### src/sv/assert_macros.svh
// Assertion helpers shared by the RTL. Each macro expects clk_i and rst_ni in scope.
`ifndef ASSERT_MACROS_SVH
`define ASSERT_MACROS_SVH
`ifndef SYNTHESIS
`define KLEB_ASSERT(lbl, prop) \
  lbl: assert property (@(posedge clk_i) disable iff (!rst_ni) prop) \
    else $error("kleb assertion failed");
`define KLEB_NEVER(lbl, cond) \
  lbl: assert property (@(posedge clk_i) disable iff (!rst_ni) !(cond)) \
    else $error("kleb forbidden condition");
`else
`define KLEB_ASSERT(lbl, prop)
`define KLEB_NEVER(lbl, cond)
`endif
`endif

### src/sv/kleb_pkg.sv
package kleb_pkg;

  localparam int BUFFER_DEPTH = 256;
  // cells per first-level read reduction group
  localparam int GROUP_SIZE   = 16;

  localparam logic [1:0] MODE_KEY   = 2'd0;
  localparam logic [1:0] MODE_READ  = 2'd1;
  localparam logic [1:0] MODE_CLEAR = 2'd2;

  localparam logic [7:0] KEY_HOME  = 8'h5B;
  localparam logic [7:0] KEY_END   = 8'h5D;
  localparam logic [7:0] KEY_LEFT  = 8'h7B;
  localparam logic [7:0] KEY_RIGHT = 8'h7D;
  localparam logic [7:0] KEY_INS   = 8'h2D;
  localparam logic [7:0] KEY_BKSP  = 8'h3D;
  localparam logic [7:0] KEY_NL    = 8'h0A;

  localparam logic [1:0] CELL_HOLD = 2'd0;
  localparam logic [1:0] CELL_INS  = 2'd1;
  localparam logic [1:0] CELL_OVR  = 2'd2;
  localparam logic [1:0] CELL_DEL  = 2'd3;

  typedef struct packed {
    logic [1:0] mode;
    logic [7:0] key;
    logic [7:0] read_index;
  } in_t;

  typedef struct packed {
    logic [7:0] read_char;
    logic [8:0] text_length;
    logic [8:0] cursor_pos;
    logic       insert_on;
    logic       overflow;
  } out_t;

  // broadcast to every cell of the chain
  typedef struct packed {
    logic [1:0] op;
    logic [7:0] ch;
  } cell_ctl_t;

endpackage

### src/sv/kleb_read_group.sv
module kleb_read_group #(
  parameter int Size = kleb_pkg::GROUP_SIZE
) (
  input  logic                 clk_i,
  input  logic                 en_i,
  input  logic [Size-1:0][7:0] data_i,
  output logic [7:0]           or_o
);

  logic [7:0] or_q, or_d;

  // at most one input is nonzero: the cell whose index matches
  always_comb begin
    or_d = 8'h00;
    for (int i = 0; i < Size; i++) begin
      or_d = or_d | data_i[i];
    end
  end

  always_ff @(posedge clk_i) begin
    if (en_i) begin
      or_q <= or_d;
    end
  end

  assign or_o = or_q;

endmodule

### config.mk
export PLATFORM = sky130hd
export DESIGN_NAME = kleb_read_group
export DESIGN_NICKNAME = d
export VERILOG_FILES = /design/src/sv/assert_macros.svh /design/src/sv/kleb_pkg.sv /design/src/sv/kleb_read_group.sv
export SDC_FILE = /design/constraint.sdc
export NUM_CORES = 1
export LEC_CHECK = 0
export BUFFER_PORTS_ARGS = -buffer_cell sky130_fd_sc_hd__buf_2
export CAP_MARGIN = 20
export CELL_PAD_IN_SITES_DETAIL_PLACEMENT = 0
export CELL_PAD_IN_SITES_GLOBAL_PLACEMENT = 1
export CORE_AREA = 10 10 82 84
export CTS_CLUSTER_DIAMETER = 40
export DETAILED_ROUTE_END_ITERATION = 8
export DIE_AREA = 0 0 92 94
export PLACE_DENSITY_LB_ADDON = 0.1
export SLEW_MARGIN = 20
export SYNTH_ARGS = -nofsm -noshare
export SYNTH_HDL_FRONTEND = slang
export SYNTH_SLANG_ARGS = --single-unit
### constraint.sdc
create_clock -name clk_i -period 1.1 [get_ports clk_i]
set_input_delay 0.22 -clock clk_i [delete_from_list [all_inputs] [get_ports clk_i]]
set_output_delay 0.22 -clock clk_i [all_outputs]
set_load 0.02 [all_outputs]
# After elaboration in Yosys (flattened, before gate mapping)
# Cells that the tools add are included.
[totals] ff_bits=8
[classes] n_bitwise=15
[ops] cell="$or 8x8->8" count=15

# Depth between registers and ports, before layout
[logic_depth] ltp_word=15 depth_mapped=2 depth_no_buf=2

# Worst setup path before layout
# OpenSTA, ideal clock, no wires.
[synth_timing] path_kind="input to register" from="input data_i[24] in the netlist's numbering" to="register or_q[0], in the netlist or_o[0] (data pin)" arrival_ns=0.564 required_ns=0.827 setup_slack_ns=0.263 stages=2 path_buffers=0 path_cell_list="nor4_1 > nand4_1"
[synth_via] elab_chain_cells=13
[synth_lines] element="start: declaration" line="kleb_read_group.sv:6" rtl="input logic [Size-1:0][7:0] data_i,"
[synth_lines] element="$or 8x8->8 (13 in a row)" line="kleb_read_group.sv:16" rtl="or_d = or_d | data_i[i];"
[synth_lines] element="net or_d[0]" line="kleb_read_group.sv:10" rtl="logic [7:0] or_q, or_d;"
[synth_lines] element="end signal: assignment" line="kleb_read_group.sv:22" rtl="or_q <= or_d;"
[synth_lines] element="end: declaration" line="kleb_read_group.sv:10"
# The timed path passes the listed nets, and every way through them passes these cells.
# A chain may end at the register's enable or synchronous reset.

# Final worst setup path
[layout_timing] from="register or_q[2], in the netlist or_o[2]" to="output or_o[2]"
[layout_rtl] element="end: declaration" line="kleb_read_group.sv:7" rtl="output logic [7:0] or_o"
# No word-level cell between the ends.

==> results by group <==
Worst setup path
  – Worst setup EP type: output pin
  – Top delay family on crit path: flip-flops
  – Worst EP arrival: 0.76 ns
  – Crit Path Max Fanout: 1
  – Slowest CP cell: edfxtp_1
  – Startpoint type of the worst setup path: flip-flop
  – Kind of critical path: reg -> out
  – Max incr delay on CP: 0.36 ns
  – Critical Path RT: 0.88 ns
  – Levels on crit path: 1
  – Critical path, cell by cell: buf_2
  – CP Buf/Inv Count: 1

Floorplan
  – Row count: 26
  – Core area: 0.00507 mm^2
  – Die Wd: 92 um
  – Die area: 0.00865 mm^2
  – Initial Util: 0.0966
  – Die height: 94 um
  – Top-level I/O count: 138

Timing
  – Final hold vios: 0
  – Setup TNS: 0 ns
  – RSZ-0062 raised after global routing: false
  – FMAX: 1020 MHz
  – Final min period: 0.982 ns
  – Relative slew slack: 0.796
  – Slew Viols, Final: 0
  – Final worst path period share: 0.893
  – Setup violators final: 0
  – Worst Tran Pin Value: 0.303 ns

Drt
  – Via density: 3.95
  – WL final: 3790 um
  – Pre-Repair DR Iteration Count: 4
  – Post-route ant nets: 0
  – Detailed-route via count: 1019
  – DR WL/cell: 14.7 um
  – DRT iter0 DRCs: 6
  – Remaining DRCs: 0

Logic synthesis
  – Synth Area per Inst: 10.2 um^2
  – Adder-cell share of the synthesized area: 0
  – Multiplexer share of the synthesized area: 0
  – Cell area after synthesis: 490 um^2
  – Fraction of the mapped netlist area in compound gates: 0
  – Post-synth cell types: 3
  – Synthesized Nets: 178
  – Post-synthesis simple-gate area fraction: 0.510
  – Post-synthesis instance total: 48
  – FF+latch count, synth: 8
  – Synth warnings: 0
  – Main combinational cell family by area after synthesis: simple AND/OR/NAND/NOR gates
  – Xor/xnor share of the synthesized area: 0
  – Sequential fraction of the synthesis area: 0.490

GRT
  – GRT overflow: 0
  – Vias in the first global route: 1236
  – Largest net degree at the start of global routing: 9
  – GRT Util Overall: 0.0819
  – First-pass GRT wire length: 5660 um
  – Antenna violations before repair: 0

Clock network
  – CTS tree: built
  – Hold Buf Count CTS: 0
  – Reg clk slew, reported paths: 0.04 ns
  – Num Clock Sinks: 8
  – Clock Path Buffers: 2
  – Num CTS Buffers: 3
  – Post-CTS setup buffers: 0
  – Post-cts sizing count: 0
  – H-tree levels: 1
  – CTS root buf: clkbuf_8

Pwr
  – Worst vdd ir: 287 uV
  – Reg power frac: 0.359
  – Internal power: 0.770 mW
  – Psw: 0.218 mW
  – Leakage power: 0.657 nW
  – Comb power frac: 0.290
  – Switching portion of total power: 0.221
  – Cell Pwr Density: 757 mW/mm^2
  – Clock Power Share: 0.351

Finish
  – Fin util: 0.257
  – Flip-flop count of the largest register after layout: 8
  – Share of layout cells above drive strength 1: 0.745
  – Antenna cells: 0
  – Fill cells: 580
  – Synth-to-layout area growth: 166%
  – Nets@finish: 320

Min path
  – Worst min path class: in -> reg
  – Hold path depth: 3

Placed design
  – Routability cong.: 0.721
  – Final HPWL DP: 3600 um
  – PortBufs: 137

Status
  – Status: complete, no violations

Flow run
  – Max-Cap Viols: 0
layout make-up:
type	count	area (um^2)	share of cell area
clock buffer	3	41.3	0.0316
timing repair buffer	137	686	0.525
sequential	8	240	0.184
tap	70	87.6	0.0671
multi-input combinational	40	250	0.192
kinds of logic (layout without fill, tap and decap cells):
family,after synthesis,after routing
simple gates,40,40
flops,8,8
buf+inv,0,140
layout by cell type, fill, tap and decap left out, drive strengths merged:
cell type,synthesis,routed
nor4,32,32
buf,0,137
clkbuf,0,3
nand4,8,8
edfxtp,8,8
per-layer routing:
layer,up-vias,wire length [um],track usage
met3,2,439,0.0464
met5,-,0,0
met1,432,1280,0.0715
li1,512,-,-
met4,0,4,0.00771
met2,73,2070,0.164
worst paths after layout:
check / start / end / slack, ns
setup / recovery: or_o[2]$_DFFE_PP_ / or_o[2] / 0.12
hold / removal: data_i[123] / or_o[3]$_DFFE_PP_ / 0.27
power groups by stage:
stage	combinational [mW]	sequential [mW]	clock, mW
2_1_floorplan	0.0213	0.381	0
3_3_place_gp	0.287	0.359	0
3_5_place_dp	0.290	0.359	0
4_1_cts	0.291	0.354	0.378
5_1_grt	0.319	0.355	0.389
6_report	0.287	0.354	0.347
Yosys cell counts:
library cell	instances	area share
nand4_1	8	0.10
edfxtp_1	8	0.49
nor4_1	32	0.41
metrics by stage:
step | cells | hold WS (ns) | area [um^2] | power [mW] | setup WS, ns
finish | 258 | 0.266 | 1310 | 0.988 | 0.118
global route | 258 | 0.278 | 1310 | 1.06 | 0.0811
CTS | 258 | 0.263 | 1310 | 1.02 | 0.0994
detailed placement | 255 | 0.502 | 1260 | 0.649 | 0.00613
global placement | 255 | 0.496 | 1260 | 0.646 | 0.0271
floorplan | 48 | 0.332 | 490 | 0.403 | 0.263
(Power assumes the default switching activity.)
