$ cat src/sv/assert_macros.svh
// Assertion helpers shared by the RTL. Each macro expects clk_i and rst_ni in scope.
`ifndef ASSERT_MACROS_SVH
`define ASSERT_MACROS_SVH
`ifndef SYNTHESIS
`define KLEB_ASSERT(lbl, prop) \
  lbl: assert property (@(posedge clk_i) disable iff (!rst_ni) prop) \
    else $error("kleb assertion failed");
`define KLEB_NEVER(lbl, cond) \
  lbl: assert property (@(posedge clk_i) disable iff (!rst_ni) !(cond)) \
    else $error("kleb forbidden condition");
`else
`define KLEB_ASSERT(lbl, prop)
`define KLEB_NEVER(lbl, cond)
`endif
`endif

$ cat src/sv/kleb_pkg.sv
package kleb_pkg;

  localparam int BUFFER_DEPTH = 256;
  // cells per first-level read reduction group
  localparam int GROUP_SIZE   = 16;

  localparam logic [1:0] MODE_KEY   = 2'd0;
  localparam logic [1:0] MODE_READ  = 2'd1;
  localparam logic [1:0] MODE_CLEAR = 2'd2;

  localparam logic [7:0] KEY_HOME  = 8'h5B;
  localparam logic [7:0] KEY_END   = 8'h5D;
  localparam logic [7:0] KEY_LEFT  = 8'h7B;
  localparam logic [7:0] KEY_RIGHT = 8'h7D;
  localparam logic [7:0] KEY_INS   = 8'h2D;
  localparam logic [7:0] KEY_BKSP  = 8'h3D;
  localparam logic [7:0] KEY_NL    = 8'h0A;

  localparam logic [1:0] CELL_HOLD = 2'd0;
  localparam logic [1:0] CELL_INS  = 2'd1;
  localparam logic [1:0] CELL_OVR  = 2'd2;
  localparam logic [1:0] CELL_DEL  = 2'd3;

  typedef struct packed {
    logic [1:0] mode;
    logic [7:0] key;
    logic [7:0] read_index;
  } in_t;

  typedef struct packed {
    logic [7:0] read_char;
    logic [8:0] text_length;
    logic [8:0] cursor_pos;
    logic       insert_on;
    logic       overflow;
  } out_t;

  // broadcast to every cell of the chain
  typedef struct packed {
    logic [1:0] op;
    logic [7:0] ch;
  } cell_ctl_t;

endpackage

$ cat src/sv/kleb_cell.sv
module kleb_cell #(
  parameter int Idx  = 0,
  parameter int PosW = 9
) (
  input  logic               clk_i,
  input  kleb_pkg::cell_ctl_t ctl_i,
  input  logic [PosW-1:0]    pos_i,
  input  logic [7:0]         left_i,
  input  logic [7:0]         right_i,
  input  logic [7:0]         rd_idx_i,
  output logic [7:0]         char_o,
  output logic [7:0]         rd_o
);

  localparam logic [PosW-1:0] MyPos  = PosW'(Idx);
  localparam bit              Readable = (Idx < 256);

  logic [7:0] char_q, char_d;

  always_comb begin
    char_d = char_q;
    case (ctl_i.op)
      kleb_pkg::CELL_INS: begin
        if (MyPos > pos_i) begin
          char_d = left_i;
        end else if (MyPos == pos_i) begin
          char_d = ctl_i.ch;
        end
      end
      kleb_pkg::CELL_OVR: begin
        if (MyPos == pos_i) begin
          char_d = ctl_i.ch;
        end
      end
      kleb_pkg::CELL_DEL: begin
        // pos is the slot before the cursor; everything from there pulls from the right
        if (MyPos >= pos_i) begin
          char_d = right_i;
        end
      end
      default: char_d = char_q;
    endcase
  end

  always_ff @(posedge clk_i) begin
    char_q <= char_d;
  end

  assign char_o = char_q;
  assign rd_o   = (Readable && (rd_idx_i == 8'(Idx))) ? char_q : 8'h00;

endmodule

$ cat config.mk
export PLATFORM = sky130hd
export DESIGN_NAME = kleb_cell
export DESIGN_NICKNAME = d
export VERILOG_FILES = /design/src/sv/assert_macros.svh /design/src/sv/kleb_pkg.sv /design/src/sv/kleb_cell.sv
export SDC_FILE = /design/constraint.sdc
export NUM_CORES = 1
export LEC_CHECK = 0
export BUFFER_PORTS_ARGS = -buffer_cell sky130_fd_sc_hd__buf_2
export CORE_MARGIN = 3
export CORE_UTILIZATION = 37
export DETAILED_ROUTE_END_ITERATION = 10
export PLACE_DENSITY_LB_ADDON = 0.15
export SYNTH_ARGS = -nofsm -noshare
export SYNTH_HDL_FRONTEND = slang
export SYNTH_SLANG_ARGS = --single-unit
$ cat constraint.sdc
create_clock -name clk_i -period 5 [get_ports clk_i]
set_clock_uncertainty 0.1 [all_clocks]
set_input_delay 0.25 -clock clk_i [delete_from_list [all_inputs] [get_ports clk_i]]
set_output_delay 0.25 -clock clk_i [all_outputs]
set_load 0.005 [all_outputs]
* Word level (Yosys, flattened, before mapping)
Cells that the tools add are included.
Operators by class: magnitude comparators 2, multiplexer cells 5, eq/ne operators 4, reductions and logical operators 4
Operators by type and width (number):
- 8-bit 2-to-1 mux | 4
- 8-bit one-hot mux with 3 select lines | 1
- 1-bit by 9-bit greater-or-equal comparator with 1-bit output, first input constant | 1
- 1-bit by 9-bit > comparator with 1-bit output, first input constant | 1
- 9-bit logical NOT | 1
- 8-bit logical NOT | 1
- 2-bit == test, second input constant | 2
- 3-bit nonzero test | 1
- 2-bit by 1-bit == test with 1-bit output, second input constant | 1
- 2-bit != test, second input constant | 1
- 2-bit AND reduction | 1
Storage, ports and cells: input port bits 44, flip-flop bits (word level) 8

* Longest topological paths before layout
Gate-level depths: netlist of the first run.
depth after elaboration 4, depth in mapped cells 4

* Least setup slack after synthesis of the first run
OpenSTA, ideal clock, no wires.
path kind input -> register, start input port pos_i[5], end register char_q[0] (netlist: char_o[0]), enable pin, path buffers 0, data required time 4530 ps, arrival time 1357 ps, stages on the path 3, slack 3172 ps, library setup time 370 ps, path through nor3_1 -> a31oi_1 -> nor2_1
On the way: cells in the longest elaborated chain, start to end 3
RTL lines:
- from (decl) | RTL line kleb_cell.sv:7 | input logic [PosW-1:0] pos_i,
- 1-bit by 9-bit greater-or-equal comparator with 1-bit output | RTL line kleb_cell.sv:37 | if (MyPos >= pos_i) begin
- 2-bit != test (no line)
- 2-bit AND reduction (no line)
- to (signal assigned) | RTL line kleb_cell.sv:46 | char_q <= char_d;
- to (decl) | RTL line kleb_cell.sv:18 | logic [7:0] char_q, char_d;
No other way between the ends. A chain may end at the register's enable or synchronous reset.

* Worst setup path after layout of the first run
start input port pos_i[5], end register char_q[4] (netlist: char_o[4]), enable pin
The elaborated chain is that of the path after synthesis.

==> results of run 1 <==
stage by stage:
| stage | hold WS, ns | instances | setup WS (ns) | power [mW] |
|---|---|---|---|---|
| floorplan | 0.404 | 65 | 3.17 | 0.106 |
| global placement | 0.501 | 127 | 2.71 | 0.129 |
| detailed placement | 0.500 | 127 | 2.69 | 0.131 |
| CTS | 0.234 | 130 | 2.96 | 0.181 |
| global route | 0.260 | 130 | 2.71 | 0.192 |
| finish | 0.238 | 130 | 2.93 | 0.179 |
worst max-delay path, cell delays in order:
cell and delay, ns:
buf_2 0.10, nor3_1 0.77, a31oi_1 0.17, nor2_1 0.57
kinds of logic (layout without fill, tap and decap cells):
kind of cell / count (synthesis) / after routing / share of synthesized area
buffers and inverters: 4 / 54 / 0.0385
AOI/OAI and AO/OA: 17 / 17 / 0.199
DFF: 8 / 8 / 0.411
and+or+nand+nor: 36 / 36 / 0.351
per-layer routing:
metal | routed length (um) | track usage | up-vias | share of wire
li1 | - | - | 365 | -
met1 | 652 | 0.197 | 319 | 0.36
met2 | 900 | 0.329 | 58 | 0.50
met3 | 224 | 0.0316 | 2 | 0.12
met4 | 17 | 0.102 | 0 | 0.0095
met5 | 0 | 0 | - | 0
where the power goes:
group / internal (mW) / total (mW) / switching [mW]
sequential: 0.0833 / 0.0879 / 0.00460
clock: 0.0275 / 0.0499 / 0.0224
combinational: 0.0208 / 0.0412 / 0.0204
total: 0.132 / 0.179 / 0.0474
layout make-up:
cell class / count / area (um2) / share of cell area
Sequential cell: 8 / 240 / 0.280
Timing Repair Buffer: 51 / 255 / 0.297
Multi-Input combinational cell: 53 / 322 / 0.375
Tap cell: 15 / 18.8 / 0.0219
Clock buffer: 3 / 22.5 / 0.0262
Yosys cell counts:
| master | number |
|---|---|
| and2_1 | 8 |
| or2_2 | 1 |
| buf_6 | 1 |
| edfxtp_1 | 8 |
| nand4_1 | 8 |
| buf_1 | 2 |
| nor2_1 | 12 |
| nand2_1 | 1 |
| nor4_2 | 1 |
| nor3_1 | 1 |
| clkbuf_1 | 1 |
| or3_1 | 1 |
| or4_4 | 1 |
| or4_1 | 2 |
| a31oi_1 | 9 |
| o31ai_1 | 8 |
layout by cell type, fill, tap and decap left out, types with 2 or more instances in the layout:
cell type	instances
buf_2	51
nor2_1	12
a31oi_1	9
o31ai_1	8
nand4_1	8
and2_1	8
edfxtp_1	8
clkbuf_4	3
or4_1	2
worst min-delay path by stage:
stage	start	to	slack [ns]	cells after the start
after global placement	right_i[1]	char_o[1]$_DFFE_PP_	0.50	3
after detailed placement	right_i[1]	char_o[1]$_DFFE_PP_	0.50	3
after global routing	right_i[5]	char_o[5]$_DFFE_PP_	0.26	3
after CTS	right_i[1]	char_o[1]$_DFFE_PP_	0.23	3
final	right_i[1]	char_o[1]$_DFFE_PP_	0.24	3
after floorplan	right_i[1]	char_o[1]$_DFFE_PP_	0.40	2
==> metrics.cfg, run 1 <==
[outcome]
status = completed

[route]
avgRoutedWirePerCell_um = 13.8
drt-vias-per-instance = 5.72
drt_iter0_markers = 22
vias = 744
drc = 0
drt_wl_total_mm = 1.80
dr.pass1.iters = 5
ant_nets = 0

[floorplanning]
initial_core_util = 0.423
ioPinCount = 60
fp.dieH_um = 45.7
die_x_um = 45.7
die_area_um2 = 2090
fp-row-count = 13
core-area_um2 = 1380

[sta]
finalSetupTns_ns = 0
worst_slew_pin_slew_ns = 0.941
final_hold_viol_count = 0
finalCritPeriodShare = 0.415
max_freq_mhz = 482
setup_viol = 0
max_slew_margin = 0.368
final_max_slew_viol_count = 0
rsz0062_at_grt = no
layout_min_cycle_time_ns = 2.07

[logic_synthesis]
synth_top_area_share = 0.411
ys_types = 16
synthTopCellsByArea = edfxtp_1 41%, o31ai_1 10%, a31oi_1 9.6%, and2_1 8.6%, nand4_1 8.6%
syn_inst = 65
synth_seq_cells = 8
yosysWarningCount = 0
yosysTopAreaCell = edfxtp_1
synth_area_um2 = 584
syn_area_per_cell_um2 = 8.99
syn_nets = 109
ys_seq_area_frac = 0.411

[cts]
hold_buffers = 0
cts_root_buffer = clkbuf_4
clock_sinks = 8
clk_pin_slew_ns = 0.06
postCtsSetupBuffers = 0
ctsLongestPathBuffers = 2
cts_buffers = 3
worstSkewPairLatency_ns = 0.25
cts_max_level = 1
cts_tree = built
post_cts_resized = 0

[job]
maxCapViolCount = 0

[final_layout]
syn2layout_area_growth_pct = 46.9
n_antenna_cell = 0
final_util = 0.621
largest_reg_flops = 8
fin_nets = 161
final_area_um2 = 858
fill_cells = 142
drive_gt1_frac = 0.496

[setup_path]
crit_arrival_ns = 1.86
worstSetupEndpoint = char_o[4]$_DFFE_PP_
rr_endpoint = char_o[0]$_DFFE_PP_
required_ns = 4.79
reg2reg_from = char_o[0]$_DFFE_PP_
r2r_setup_slack_ns = 3.99
reg2regPathDepth = 2
crit_path_end_kind = flop
setup.worst_path.start = pos_i[5]
cp-start-kind = primary input
path_class = primary input to flop
path_max_fanout = 9

[power_and_ir_drop]
p_per_area_nw_per_um2 = 209
p_leak_nw = 0.387
vdd_ir_drop_max_mv = 0.121

[place]
port_buffers = 51
routabilityCongestion = 0.754
dp_hpwl_mm = 1.37
place_area_um2 = 836

[global_routing]
antenna_found_initial = 0
grt_max_degree = 18
first_global_vias = 635
grt_pass1_wl_mm = 2.67
gr-total-overflow = 0
grt.total_usage = 0.182

[hold_path]
hp-class = primary input to flop

(Power assumes the default switching activity.)
==> run 2, diff against run 1 <==
- CORE_UTILIZATION: 37 -> 34
- clock period: 5 -> 2 ns (I/O delays scaled with it)
==> run 2 against run 1 <==
- combinational power rose to 2.8 times the previous value
- worst setup slack lost 2.5 ns
- sequential power is 150% higher
- cell count increased by 5.4%
- sequential share of layout area fell by 1.4 points
- total power rose to 2.6 times the previous value
- clock-buffer cell count is the same
- via count is 2.0% lower
- cell area rose by 5.4%
- critical path type is now primary input to output port
- critical endpoint is now rd_o[0]
- largest cell class unchanged
- largest power group unchanged
==> metrics.cfg, run 2 (synthesized netlist as in run 1, its figures left out) <==
[setup_path]
r2r_setup_slack_ns = 1.03
reg2reg_from = char_o[1]$_DFFE_PP_
rr_endpoint = char_o[1]$_DFFE_PP_
reg2regPathDepth = 2
required_ns = 1.80
crit_top_cell = buf_2
max_stage_delay_ns = 0.51
path_max_fanout = 8
crit_path_end_kind = output port
cp-start-kind = primary input
cpMaxStageDelayCell = or4_1
crit_arrival_ns = 1.37
path_cells = buf_2 -> or4_1 -> nor2_1 -> and2_1 -> buf_2
path_class = primary input to output port

[floorplanning]
fp.dieH_um = 47.5
die_x_um = 47.5
initial_core_util = 0.375
core-area_um2 = 1560
ioPinCount = 60
fp-row-count = 14
die_area_um2 = 2250

[power_and_ir_drop]
p_per_area_nw_per_um2 = 509
power_frac_clock = 0.278
p_sw_mw = 0.124
internal_power_mw = 0.337
p_leak_nw = 0.417
p_comb_frac = 0.248
vdd_ir_drop_max_mv = 0.234
seq_power_share = 0.473
p_total_mw = 0.461
p_sw_frac = 0.268

[sta]
holdWs_ns = 0.0925
layout_min_cycle_time_ns = 1.57
finalSetupTns_ns = 0
final_hold_viol_count = 0
rsz0062_at_grt = no
finalCritPeriodShare = 0.787
max_slew_margin = 0.703
setup_ws_ns = 0.425
setup_viol = 0
final_max_slew_viol_count = 0
max_freq_mhz = 635
worst_slew_pin_slew_ns = 0.444

[final_layout]
fin_nets = 167
n_antenna_cell = 0
final_area_um2 = 905
drive_gt1_frac = 0.521
syn2layout_area_growth_pct = 54.8
multi_input_area_um2 = 322
final_common_cell = buf_2
final_util = 0.580
final_cells = 137
layout_common_cells = 51 x buf_2, 12 x nor2_1, 9 x a31oi_1
largest_reg_flops = 8
fill_cells = 147
regArea_um2 = 240

[place]
dpl.cell_count = 134
port_buffers = 51
place_area_um2 = 882
routabilityCongestion = 0.753
pre_cts_ws_ns = 0.400
dp_hpwl_mm = 1.41

[cts]
clock_sinks = 8
worstSkewPairLatency_ns = 0.25
cts_buffers = 3
clk_pin_slew_ns = 0.06
cts_max_level = 1
cts_tree = built
cts_root_buffer = clkbuf_4
ctsLongestPathBuffers = 2
post_cts_resized = 0
hold_buffers = 0
postCtsSetupBuffers = 0

[global_routing]
first_global_vias = 651
gr-total-overflow = 0
grt_max_degree = 18
grt.total_usage = 0.175
grt_pass1_wl_mm = 2.73
antenna_found_initial = 0

[route]
drt_wl_total_mm = 1.84
drt_iter0_markers = 10
drt-vias-per-instance = 5.32
ant_nets = 0
dr.pass1.iters = 4
vias = 729
drc = 0
avgRoutedWirePerCell_um = 13.4

[hold_path]
holdCritStartpoint = right_i[4]
hold_depth = 3
hp-class = primary input to flop
min_to = char_o[4]$_DFFE_PP_

[job]
maxCapViolCount = 0

[outcome]
status = completed

==> run 2: cell count changes in the layout (fill, tap and decap cells not counted), sizes merged <==
cell / delta
buf: +6
==> run 2: power by group through the flow <==
| stage | sequential [mW] | combinational, mW | clock [mW] |
|---|---|---|---|
| floorplan | 0.223 | 0.0431 | 0 |
| global placement | 0.221 | 0.111 | 0 |
| detailed placement | 0.222 | 0.115 | 0 |
| CTS | 0.219 | 0.115 | 0.131 |
| global route | 0.221 | 0.128 | 0.147 |
| finish | 0.218 | 0.114 | 0.128 |
==> run 2: how the worst max path moves through the flow <==
stage,start,end,slack (ns),depth (start not counted)
floorplan,pos_i[5],char_o[0]$_DFFE_PP_,0.32,3
global placement,rd_idx_i[5],rd_o[1],0.43,5
detailed placement,rd_idx_i[5],rd_o[5],0.40,5
CTS,rd_idx_i[5],rd_o[5],0.40,5
global route,rd_idx_i[5],rd_o[0],0.31,5
finish,rd_idx_i[5],rd_o[0],0.43,5
==> run 2: final cells by class <==
class / instances / area share
clock buffers: 3 / 0.0249
repair buffers: 57 / 0.332
well taps: 16 / 0.0221
flip-flops and latches: 8 / 0.266
multi-input cells: 53 / 0.355
==> run 2: routing by layer <==
layer / wire length [um] / vias up / global-route usage / part of all wire
met2: 882 / 37 / 0.310 / 0.48
met5: 0 / - / 0 / 0
met1: 782 / 319 / 0.197 / 0.43
li1: - / 371 / - / -
met4: 12 / 0 / 0.0829 / 0.0065
met3: 161 / 2 / 0.0376 / 0.088
==> run 2: critical path: cells and delay by family <==
kind                   cells  cell delay, ns
buffers and inverters      2            0.19
AND/OR/NAND/NOR            3            1.08
